===== src/rtl/prte_pkg.sv =====
// Shared types, constants and base-91 helpers for the packet-rate telemetry encoder.
`default_nettype none

package prte_pkg;

  localparam int unsigned CNT_W  = 32;
  localparam int unsigned NUM_W  = 54;
  localparam int unsigned VAL_W  = 14;
  localparam int unsigned CHAR_W = 7;
  localparam int unsigned MSH_W  = 22;

  localparam logic [MSH_W-1:0]  MS_PER_HOUR = 22'd3600000;
  localparam logic [VAL_W-1:0]  RATE_MAX    = 14'd8280;
  localparam logic [VAL_W-1:0]  SEQ_LAST    = 14'd8280;
  localparam logic [CHAR_W-1:0] B91_OFFSET  = 7'd33;
  localparam logic [VAL_W-1:0]  B91_BASE    = 14'd91;

  // Reciprocal of 91 scaled by 2^20; exact for every value below 61680.
  localparam logic [14:0]       B91_RECIP   = 15'd11523;
  localparam int unsigned       B91_SHIFT   = 20;

  typedef enum logic [1:0] {
    OP_RX     = 2'd0,
    OP_RELAY  = 2'd1,
    OP_DROP   = 2'd2,
    OP_REPORT = 2'd3
  } opcode_e;

  typedef enum logic [6:0] {
    ST_IDLE = 7'b0000001,
    ST_MUL  = 7'b0000010,
    ST_ADD  = 7'b0000100,
    ST_DIV  = 7'b0001000,
    ST_ENC  = 7'b0010000,
    ST_OUT  = 7'b0100000,
    ST_WAIT = 7'b1000000
  } state_e;

  // Divider handshake between the sequencer and the serial divider.
  typedef struct packed {
    logic start;
  } div_ctrl_t;

  typedef struct packed {
    logic done;
  } div_stat_t;

  // High base-91 digit of a value below 8281.
  function automatic logic [CHAR_W-1:0] b91_high(input logic [VAL_W-1:0] v);
    logic [28:0] p;
    p = {15'd0, v} * {14'd0, B91_RECIP};
    return p[B91_SHIFT +: CHAR_W];
  endfunction

  // Low base-91 digit, given the value and its high digit.
  function automatic logic [CHAR_W-1:0] b91_low(input logic [VAL_W-1:0] v,
                                                input logic [CHAR_W-1:0] hi);
    logic [VAL_W-1:0] r;
    r = v - ({{(VAL_W-CHAR_W){1'b0}}, hi} * B91_BASE);
    return r[CHAR_W-1:0];
  endfunction

endpackage

`default_nettype wire


===== src/rtl/packet_rate_telemetry_encoder.sv =====
// Packet-rate telemetry encoder: event counters, hourly rates and base-91 report output.
//
// Event requests (received, relayed, dropped) are taken back to back while idle and
// bump saturating 32-bit counters. A report request keeps the input stalled until its
// report is loaded into the output register. For each of the three counters a multiply
// by 3600000 and a rounding add feed a 54-step serial divider, which all three share.
// After the last counter the high digits are encoded, a wait state follows and the
// output register is loaded. A report with zero elapsed time skips the divider. A
// report also waits longer while an earlier one is still held in the output register.
// The finished report sits in that output register, so further requests are taken
// while it waits to be collected.
`default_nettype none

module packet_rate_telemetry_encoder import prte_pkg::*; (
  input  wire logic              clk_i,
  input  wire logic              rst_ni,
  input  wire logic              in_valid_i,
  output logic                   in_stall_o,
  input  wire logic [1:0]        opcode_i,
  input  wire logic [31:0]       now_ms_i,
  output logic                   out_valid_o,
  input  wire logic              out_stall_i,
  output logic [CHAR_W-1:0]      seq_high_char_o,
  output logic [CHAR_W-1:0]      seq_low_char_o,
  output logic [CHAR_W-1:0]      rx_high_char_o,
  output logic [CHAR_W-1:0]      rx_low_char_o,
  output logic [CHAR_W-1:0]      relay_high_char_o,
  output logic [CHAR_W-1:0]      relay_low_char_o,
  output logic [CHAR_W-1:0]      drop_high_char_o,
  output logic [CHAR_W-1:0]      drop_low_char_o
);

  state_e            state_q, state_d;
  logic [1:0]        ch_q, ch_d;
  logic [CNT_W-1:0]  rx_cnt_q, rx_cnt_d;
  logic [CNT_W-1:0]  relay_cnt_q, relay_cnt_d;
  logic [CNT_W-1:0]  drop_cnt_q, drop_cnt_d;
  logic [CNT_W-1:0]  win_start_q, win_start_d;
  logic [CNT_W-1:0]  elapsed_q, elapsed_d;
  logic [VAL_W-1:0]  seq_q, seq_d;
  logic              out_valid_q, out_valid_d;

  logic [NUM_W-1:0]  prod_q;
  logic [VAL_W-1:0]  rate_q [3];
  logic [CHAR_W-1:0] hi_q [4];
  logic [CHAR_W-1:0] out_hi_q [4];
  logic [CHAR_W-1:0] out_lo_q [4];

  logic [VAL_W-1:0]  vals [4];
  logic [CNT_W-1:0]  cnt_sel;
  logic [NUM_W-1:0]  numer;
  logic [VAL_W-1:0]  rate_sat;
  logic              in_acc;
  logic              out_free;
  logic              out_load;
  logic              last_ch;
  div_ctrl_t         div_ctrl;
  div_stat_t         div_stat;
  logic [NUM_W-1:0]  div_quot;

  assign in_stall_o = (state_q != ST_IDLE);
  assign in_acc     = in_valid_i && !in_stall_o;
  assign out_free   = !out_valid_q || !out_stall_i;
  assign out_load   = (state_q == ST_OUT) && out_free;
  assign last_ch    = (ch_q == 2'd2);

  assign vals[0] = seq_q;
  assign vals[1] = rate_q[0];
  assign vals[2] = rate_q[1];
  assign vals[3] = rate_q[2];

  always_comb begin
    case (ch_q)
      2'd0:    cnt_sel = rx_cnt_q;
      2'd1:    cnt_sel = relay_cnt_q;
      default: cnt_sel = drop_cnt_q;
    endcase
  end

  // Rounding: half the elapsed time is added before the division.
  assign numer         = prod_q + {{(NUM_W-CNT_W+1){1'b0}}, elapsed_q[CNT_W-1:1]};
  assign div_ctrl.start = (state_q == ST_ADD);

  assign rate_sat = ((|div_quot[NUM_W-1:VAL_W]) || (div_quot[VAL_W-1:0] > RATE_MAX))
                    ? RATE_MAX : div_quot[VAL_W-1:0];

  prte_div u_div (
    .clk_i   (clk_i),
    .rst_ni  (rst_ni),
    .ctrl_i  (div_ctrl),
    .numer_i (numer),
    .denom_i (elapsed_q),
    .stat_o  (div_stat),
    .quot_o  (div_quot)
  );

  always_comb begin
    state_d     = state_q;
    ch_d        = ch_q;
    rx_cnt_d    = rx_cnt_q;
    relay_cnt_d = relay_cnt_q;
    drop_cnt_d  = drop_cnt_q;
    win_start_d = win_start_q;
    elapsed_d   = elapsed_q;
    seq_d       = seq_q;
    out_valid_d = out_valid_q;

    if (out_valid_q && !out_stall_i) begin
      out_valid_d = 1'b0;
    end

    case (state_q)
      ST_IDLE: begin
        if (in_acc) begin
          case (opcode_e'(opcode_i))
            OP_RX:    rx_cnt_d    = (&rx_cnt_q)    ? rx_cnt_q    : rx_cnt_q + 1'b1;
            OP_RELAY: relay_cnt_d = (&relay_cnt_q) ? relay_cnt_q : relay_cnt_q + 1'b1;
            OP_DROP:  drop_cnt_d  = (&drop_cnt_q)  ? drop_cnt_q  : drop_cnt_q + 1'b1;
            default: begin
              elapsed_d   = now_ms_i - win_start_q;
              win_start_d = now_ms_i;
              ch_d        = 2'd0;
              state_d     = ST_MUL;
            end
          endcase
        end
      end
      ST_MUL: begin
        if (elapsed_q == '0) begin
          ch_d    = ch_q + 1'b1;
          state_d = last_ch ? ST_ENC : ST_MUL;
        end else begin
          state_d = ST_ADD;
        end
      end
      ST_ADD: begin
        state_d = ST_DIV;
      end
      ST_DIV: begin
        if (div_stat.done) begin
          ch_d    = ch_q + 1'b1;
          state_d = last_ch ? ST_ENC : ST_MUL;
        end
      end
      ST_ENC: begin
        state_d = ST_WAIT;
      end
      ST_WAIT: begin
        state_d = ST_OUT;
      end
      ST_OUT: begin
        if (out_free) begin
          out_valid_d = 1'b1;
          rx_cnt_d    = '0;
          relay_cnt_d = '0;
          drop_cnt_d  = '0;
          seq_d       = (seq_q == SEQ_LAST) ? '0 : seq_q + 1'b1;
          state_d     = ST_IDLE;
        end
      end
      default: begin
        state_d = ST_IDLE;
      end
    endcase
  end

  always_ff @(posedge clk_i or negedge rst_ni) begin
    if (!rst_ni) begin
      state_q     <= ST_IDLE;
      ch_q        <= '0;
      rx_cnt_q    <= '0;
      relay_cnt_q <= '0;
      drop_cnt_q  <= '0;
      win_start_q <= '0;
      elapsed_q   <= '0;
      seq_q       <= '0;
      out_valid_q <= 1'b0;
    end else begin
      state_q     <= state_d;
      ch_q        <= ch_d;
      rx_cnt_q    <= rx_cnt_d;
      relay_cnt_q <= relay_cnt_d;
      drop_cnt_q  <= drop_cnt_d;
      win_start_q <= win_start_d;
      elapsed_q   <= elapsed_d;
      seq_q       <= seq_d;
      out_valid_q <= out_valid_d;
    end
  end

  // Datapath registers: product, rates, high digits and the output report.
  always_ff @(posedge clk_i) begin
    if (state_q == ST_MUL) begin
      prod_q <= {{(NUM_W-CNT_W){1'b0}}, cnt_sel}
                * {{(NUM_W-MSH_W){1'b0}}, MS_PER_HOUR};
      if (elapsed_q == '0) begin
        rate_q[ch_q] <= '0;
      end
    end
    if ((state_q == ST_DIV) && div_stat.done) begin
      rate_q[ch_q] <= rate_sat;
    end
    if (state_q == ST_ENC) begin
      for (int i = 0; i < 4; i++) begin
        hi_q[i] <= b91_high(vals[i]);
      end
    end
    if (out_load) begin
      for (int i = 0; i < 4; i++) begin
        out_hi_q[i] <= hi_q[i] + B91_OFFSET;
        out_lo_q[i] <= b91_low(vals[i], hi_q[i]) + B91_OFFSET;
      end
    end
  end

  assign out_valid_o       = out_valid_q;
  assign seq_high_char_o   = out_hi_q[0];
  assign seq_low_char_o    = out_lo_q[0];
  assign rx_high_char_o    = out_hi_q[1];
  assign rx_low_char_o     = out_lo_q[1];
  assign relay_high_char_o = out_hi_q[2];
  assign relay_low_char_o  = out_lo_q[2];
  assign drop_high_char_o  = out_hi_q[3];
  assign drop_low_char_o   = out_lo_q[3];

endmodule

`default_nettype wire


===== src/rtl/prte_div.sv =====
// Restoring serial divider: one quotient bit per cycle.
`default_nettype none

module prte_div import prte_pkg::*; (
  input  wire logic             clk_i,
  input  wire logic             rst_ni,
  input  wire div_ctrl_t        ctrl_i,
  input  wire logic [NUM_W-1:0] numer_i,
  input  wire logic [CNT_W-1:0] denom_i,
  output div_stat_t             stat_o,
  output logic [NUM_W-1:0]      quot_o
);

  localparam int unsigned STEP_W = $clog2(NUM_W);

  logic              busy_q, busy_d;
  logic              done_q, done_d;
  logic [STEP_W-1:0] step_q, step_d;
  logic [CNT_W:0]    rem_q, rem_d;
  logic [NUM_W-1:0]  quo_q, quo_d;
  logic [CNT_W-1:0]  den_q, den_d;

  logic [CNT_W:0]    rem_sh;
  logic [CNT_W+1:0]  diff;
  logic              fits;

  // The partial remainder stays below the divisor, so 33 bits hold the shifted value.
  assign rem_sh = {rem_q[CNT_W-1:0], quo_q[NUM_W-1]};
  assign diff   = {1'b0, rem_sh} - {2'b00, den_q};
  assign fits   = ~diff[CNT_W+1];

  always_comb begin
    busy_d = busy_q;
    done_d = 1'b0;
    step_d = step_q;
    rem_d  = rem_q;
    quo_d  = quo_q;
    den_d  = den_q;
    if (ctrl_i.start) begin
      busy_d = 1'b1;
      step_d = STEP_W'(NUM_W - 1);
      rem_d  = '0;
      quo_d  = numer_i;
      den_d  = denom_i;
    end else if (busy_q) begin
      rem_d  = fits ? diff[CNT_W:0] : rem_sh;
      quo_d  = {quo_q[NUM_W-2:0], fits};
      step_d = step_q - 1'b1;
      if (step_q == '0) begin
        busy_d = 1'b0;
        done_d = 1'b1;
      end
    end
  end

  always_ff @(posedge clk_i or negedge rst_ni) begin
    if (!rst_ni) begin
      busy_q <= 1'b0;
      done_q <= 1'b0;
      step_q <= '0;
    end else begin
      busy_q <= busy_d;
      done_q <= done_d;
      step_q <= step_d;
    end
  end

  always_ff @(posedge clk_i) begin
    rem_q <= rem_d;
    quo_q <= quo_d;
    den_q <= den_d;
  end

  assign stat_o.done = done_q;
  assign quot_o      = quo_q;

endmodule

`default_nettype wire


===== config.mk =====
export PLATFORM = sky130hd
export DESIGN_NAME = packet_rate_telemetry_encoder
export DESIGN_NICKNAME = d
export VERILOG_FILES = /design/src/rtl/prte_pkg.sv /design/src/rtl/packet_rate_telemetry_encoder.sv /design/src/rtl/prte_div.sv
export SDC_FILE = /design/constraint.sdc
export NUM_CORES = 2
export LEC_CHECK = 0
export BUFFER_PORTS_ARGS = -buffer_cell sky130_fd_sc_hd__buf_2
export CELL_PAD_IN_SITES_DETAIL_PLACEMENT = 1
export CELL_PAD_IN_SITES_GLOBAL_PLACEMENT = 1
export CORE_AREA = 5 5 322 324
export CTS_CLUSTER_SIZE = 8
export DETAILED_ROUTE_END_ITERATION = 8
export DIE_AREA = 0 0 327 329
export GPL_TIMING_DRIVEN = 0
export PLACE_DENSITY = 0.79
export REMOVE_ABC_BUFFERS = 1
export SETUP_SLACK_MARGIN = 0.15
export SYNTH_ARGS = -nofsm -noshare
export SYNTH_HDL_FRONTEND = slang
export SYNTH_SLANG_ARGS = --single-unit

===== constraint.sdc =====
create_clock -name clk_i -period 7.3 [get_ports clk_i]
set_input_delay 1.095 -clock clk_i [delete_from_list [all_inputs] [get_ports clk_i]]
set_output_delay 1.095 -clock clk_i [all_outputs]
set_load 0.02 [all_outputs]

==> results.py <==
metrics = {
    "worst_setup_path": {
        "cp_common_cell": "fa_1",
        "worst-path-buf-inv": 7,
        "worstPathMaxFanout": 7,
        "ff2ff_setup_slack_ps": 10,
        "crit_path_top_delay_cell": "fa_1",
        "path_delay_family": "adder cells",
        "crit_required_ps": 7660,
        "cp-end-kind": "flop",
        "cp-start-kind": "flop",
        "ff2ff_path_depth": 28,
        "max_stage_delay_ps": 590,
        "reg2reg_to": "prod_q[52]",
        "startpoint": "ch_q[1]",
        "arrival_ps": 7650,
        "r2r_start": "ch_q[1]",
        "worstSetupPathType": "reg -> reg",
    },
    "floorplanning": {
        "die_h_um": 329,
        "num_io_pins": 96,
        "std_cell_rows": 117,
        "dieArea_mm2": 0.1076,
        "start_util_pct": 46.33,
        "fp.dieW_um": 327,
        "core-area_mm2": 0.1009,
    },
    "grt": {
        "grtUsageTotal_pct": 22.93,
        "grt_pass1_vias": 38151,
        "grt_max_degree": 101,
        "grt-ovfl-total": 0,
        "grt_pass1_wl_mm": 200.1,
        "antenna_found_initial": 3,
    },
    "drt": {
        "wl_per_cell_um": 21.03,
        "detail-route-antenna-nets": 0,
        "viasPerCell": 5.624,
        "vias": 34529,
        "drtIter0Drc": 1930,
        "dr.pass1.iters": 7,
        "drc": 0,
        "wl_mm": 129.1,
    },
    "power": {
        "p_per_area_mw_per_mm2": 327.0,
        "p_total_w": 0.01718,
        "leakagePower_nw": 26.23,
        "ir_drop_uv": 439.0,
    },
    "place": {
        "hpwl_mm": 94.39,
        "portBuffers": 95,
        "place.gp.congestion": 0.8713,
        "place_inst": 5931,
        "place_area_mm2": 0.04881,
    },
    "timing": {
        "fin_setup_tns_ps": 0,
        "post-route-period-util_pct": 99.84,
        "finalHoldViolCount": 0,
        "report.final.slew_viol_count": 0,
        "fin_crit_ps": 7289,
        "rsz0062_at_grt": "yes",
        "max_freq_mhz": 137.2,
        "final-setup-viol-count": 0,
        "finClkSkew_ps": 30.37,
        "holdWs_ps": 488.8,
        "worst-slew-pin-transition_ps": 1300,
        "relSlewSlack_pct": 12.70,
    },
    "synthesis": {
        "synth_warnings": 0,
        "syn_area_mm2": 0.04672,
        "synthArstFlopShare_pct": 39.75,
        "syn-instance-count": 4592,
        "synth_top_cells_by_area": "ha_1 (20%), edfxtp_1 (17%), fa_1 (16%)",
        "postSynthAreaPerCell_um2": 10.18,
        "synth_top_area_cell": "ha_1",
        "synth.yosys.seq_area_share_pct": 28.30,
        "synth-edff-count": 259,
        "synthDistinctLibCells": 96,
        "synth_seq_cells": 483,
        "yosys.area.top_type_share_pct": 20.00,
        "synth_flop_cell": "edfxtp_1",
    },
    "cts": {
        "numClockSinks": 483,
        "cts-root-buf": "clkbuf_16",
        "clk_pin_slew_ps": 60,
        "cts_buffers": 72,
        "ctsHoldBuffers": 0,
        "clk_latency_ps": 640,
        "h-tree-depth": 3,
        "tritoncts": "yes",
        "clk_path_buf_depth": 3,
    },
    "finish": {
        "fin_cells": 6140,
        "design_area_mm2": 0.05254,
        "layout.nets": 5952,
        "final_layout_size_suffix_gt1_share_pct": 10.66,
        "syn_to_final_growth_pct": 12.44,
        "final_common_cell": "inv_1",
        "most-common-layout-cells": "inv_1 (781), ha_1 (719), fa_1 (373)",
    },
    "run": {
        "drv_cap": 0,
    },
    "hold_path": {
        "hold_path_class": "in -> async",
    },
    "run_status": {
        "status": "finished clean",
    },
}
## what timing repair did
action | in CTS | in global routing
resized for setup | 93 | 127
buffers inserted | 38 | 48
endpoints found under the setup margin | 36 | 19
pin swaps | 17 | 94
cloned | 0 | 3
## cells in the mapped netlist, drive strengths merged (30+ instances only)
library cell,count
inv,807
ha,747
fa,382
nand2,304
edfxtp,259
nor2,228
o21ai,226
xnor2,214
dfrtp,191
a21oi,189
xor2,159
a21o,109
nand3,82
nand4,76
clkbuf,64
mux2,36
nand2b,36
nor3,36
dfxtp,32
a22o,30
## logic make-up after synthesis
group / share of synthesized area, %
adder cells (fa/ha/maj): 36.37
AND/OR/NAND/NOR: 9.795
buffers and inverters: 7.206
AO/OA/AOI/OAI: 10.02
flip-flops: 28.30
XOR/XNOR: 6.992
multiplexers: 1.317
## power breakdown
part	internal (W)	switching, W	total [W]
registers	0.00365	0.000505	0.00415
clock network	0.00184	0.00128	0.00312
logic	0.00413	0.00577	0.00990
## layer usage
layer | up-vias | routed length [µm] | global-route usage (%) | part of all wire [%]
met5 | - | 12 | 0 | 0.0093
met4 | 2 | 4856 | 7.852 | 3.8
met3 | 314 | 5254 | 3.051 | 4.1
met2 | 819 | 66970 | 42.28 | 52
met1 | 17536 | 52020 | 27.60 | 40
li1 | 15858 | - | - | -
## registers in the layout, summed over array words and instances (netlist names)
register	cells
rate_q	42
hi_q	28
relay_cnt_q	32
seq_q	14
out_lo_q	28
out_hi_q	28
out_valid_o	1
drop_cnt_q	32
u_div.step_q	6
state_q	7
prod_q	47
u_div.den_q	32
ch_q	2
u_div.quot_o	54
u_div.busy_q	1
win_start_q	32
u_div.rem_q	32
elapsed_q	32
rx_cnt_q	32
u_div.stat_o	1
## metrics by stage
step / util, % / setup WS, ps
after floorplan: - / -954.8
after global placement: 48.09 / -2932
after detailed placement: 48.39 / -2103
after CTS: 51.12 / 97.72
after global routing: 52.08 / -236.0
final: 52.09 / 11.49
## worst max-delay path by stage
stage / endpoint / slack (ps) / depth (start not counted)
CTS: prod_q[50] / 100 / 27
finish: prod_q[52] / 10 / 28
global placement: prod_q[52] / -2930 / 26
floorplan: prod_q[52] / -950 / 26
detailed placement: prod_q[52] / -2100 / 27
global route: prod_q[52] / -240 / 28
## layout make-up
type / instances / area (µm²)
inverters: 807 / 3038
clock buffers: 111 / 1968
fillers: 11074 / 48330
repair buffers: 198 / 1535
multi-input cells: 3223 / 31060
clock inverters: 7 / 63.81
well taps: 1309 / 1638
diodes: 2 / 5.005
flip-flops and latches: 483 / 13230
(Power assumes the default switching activity.)
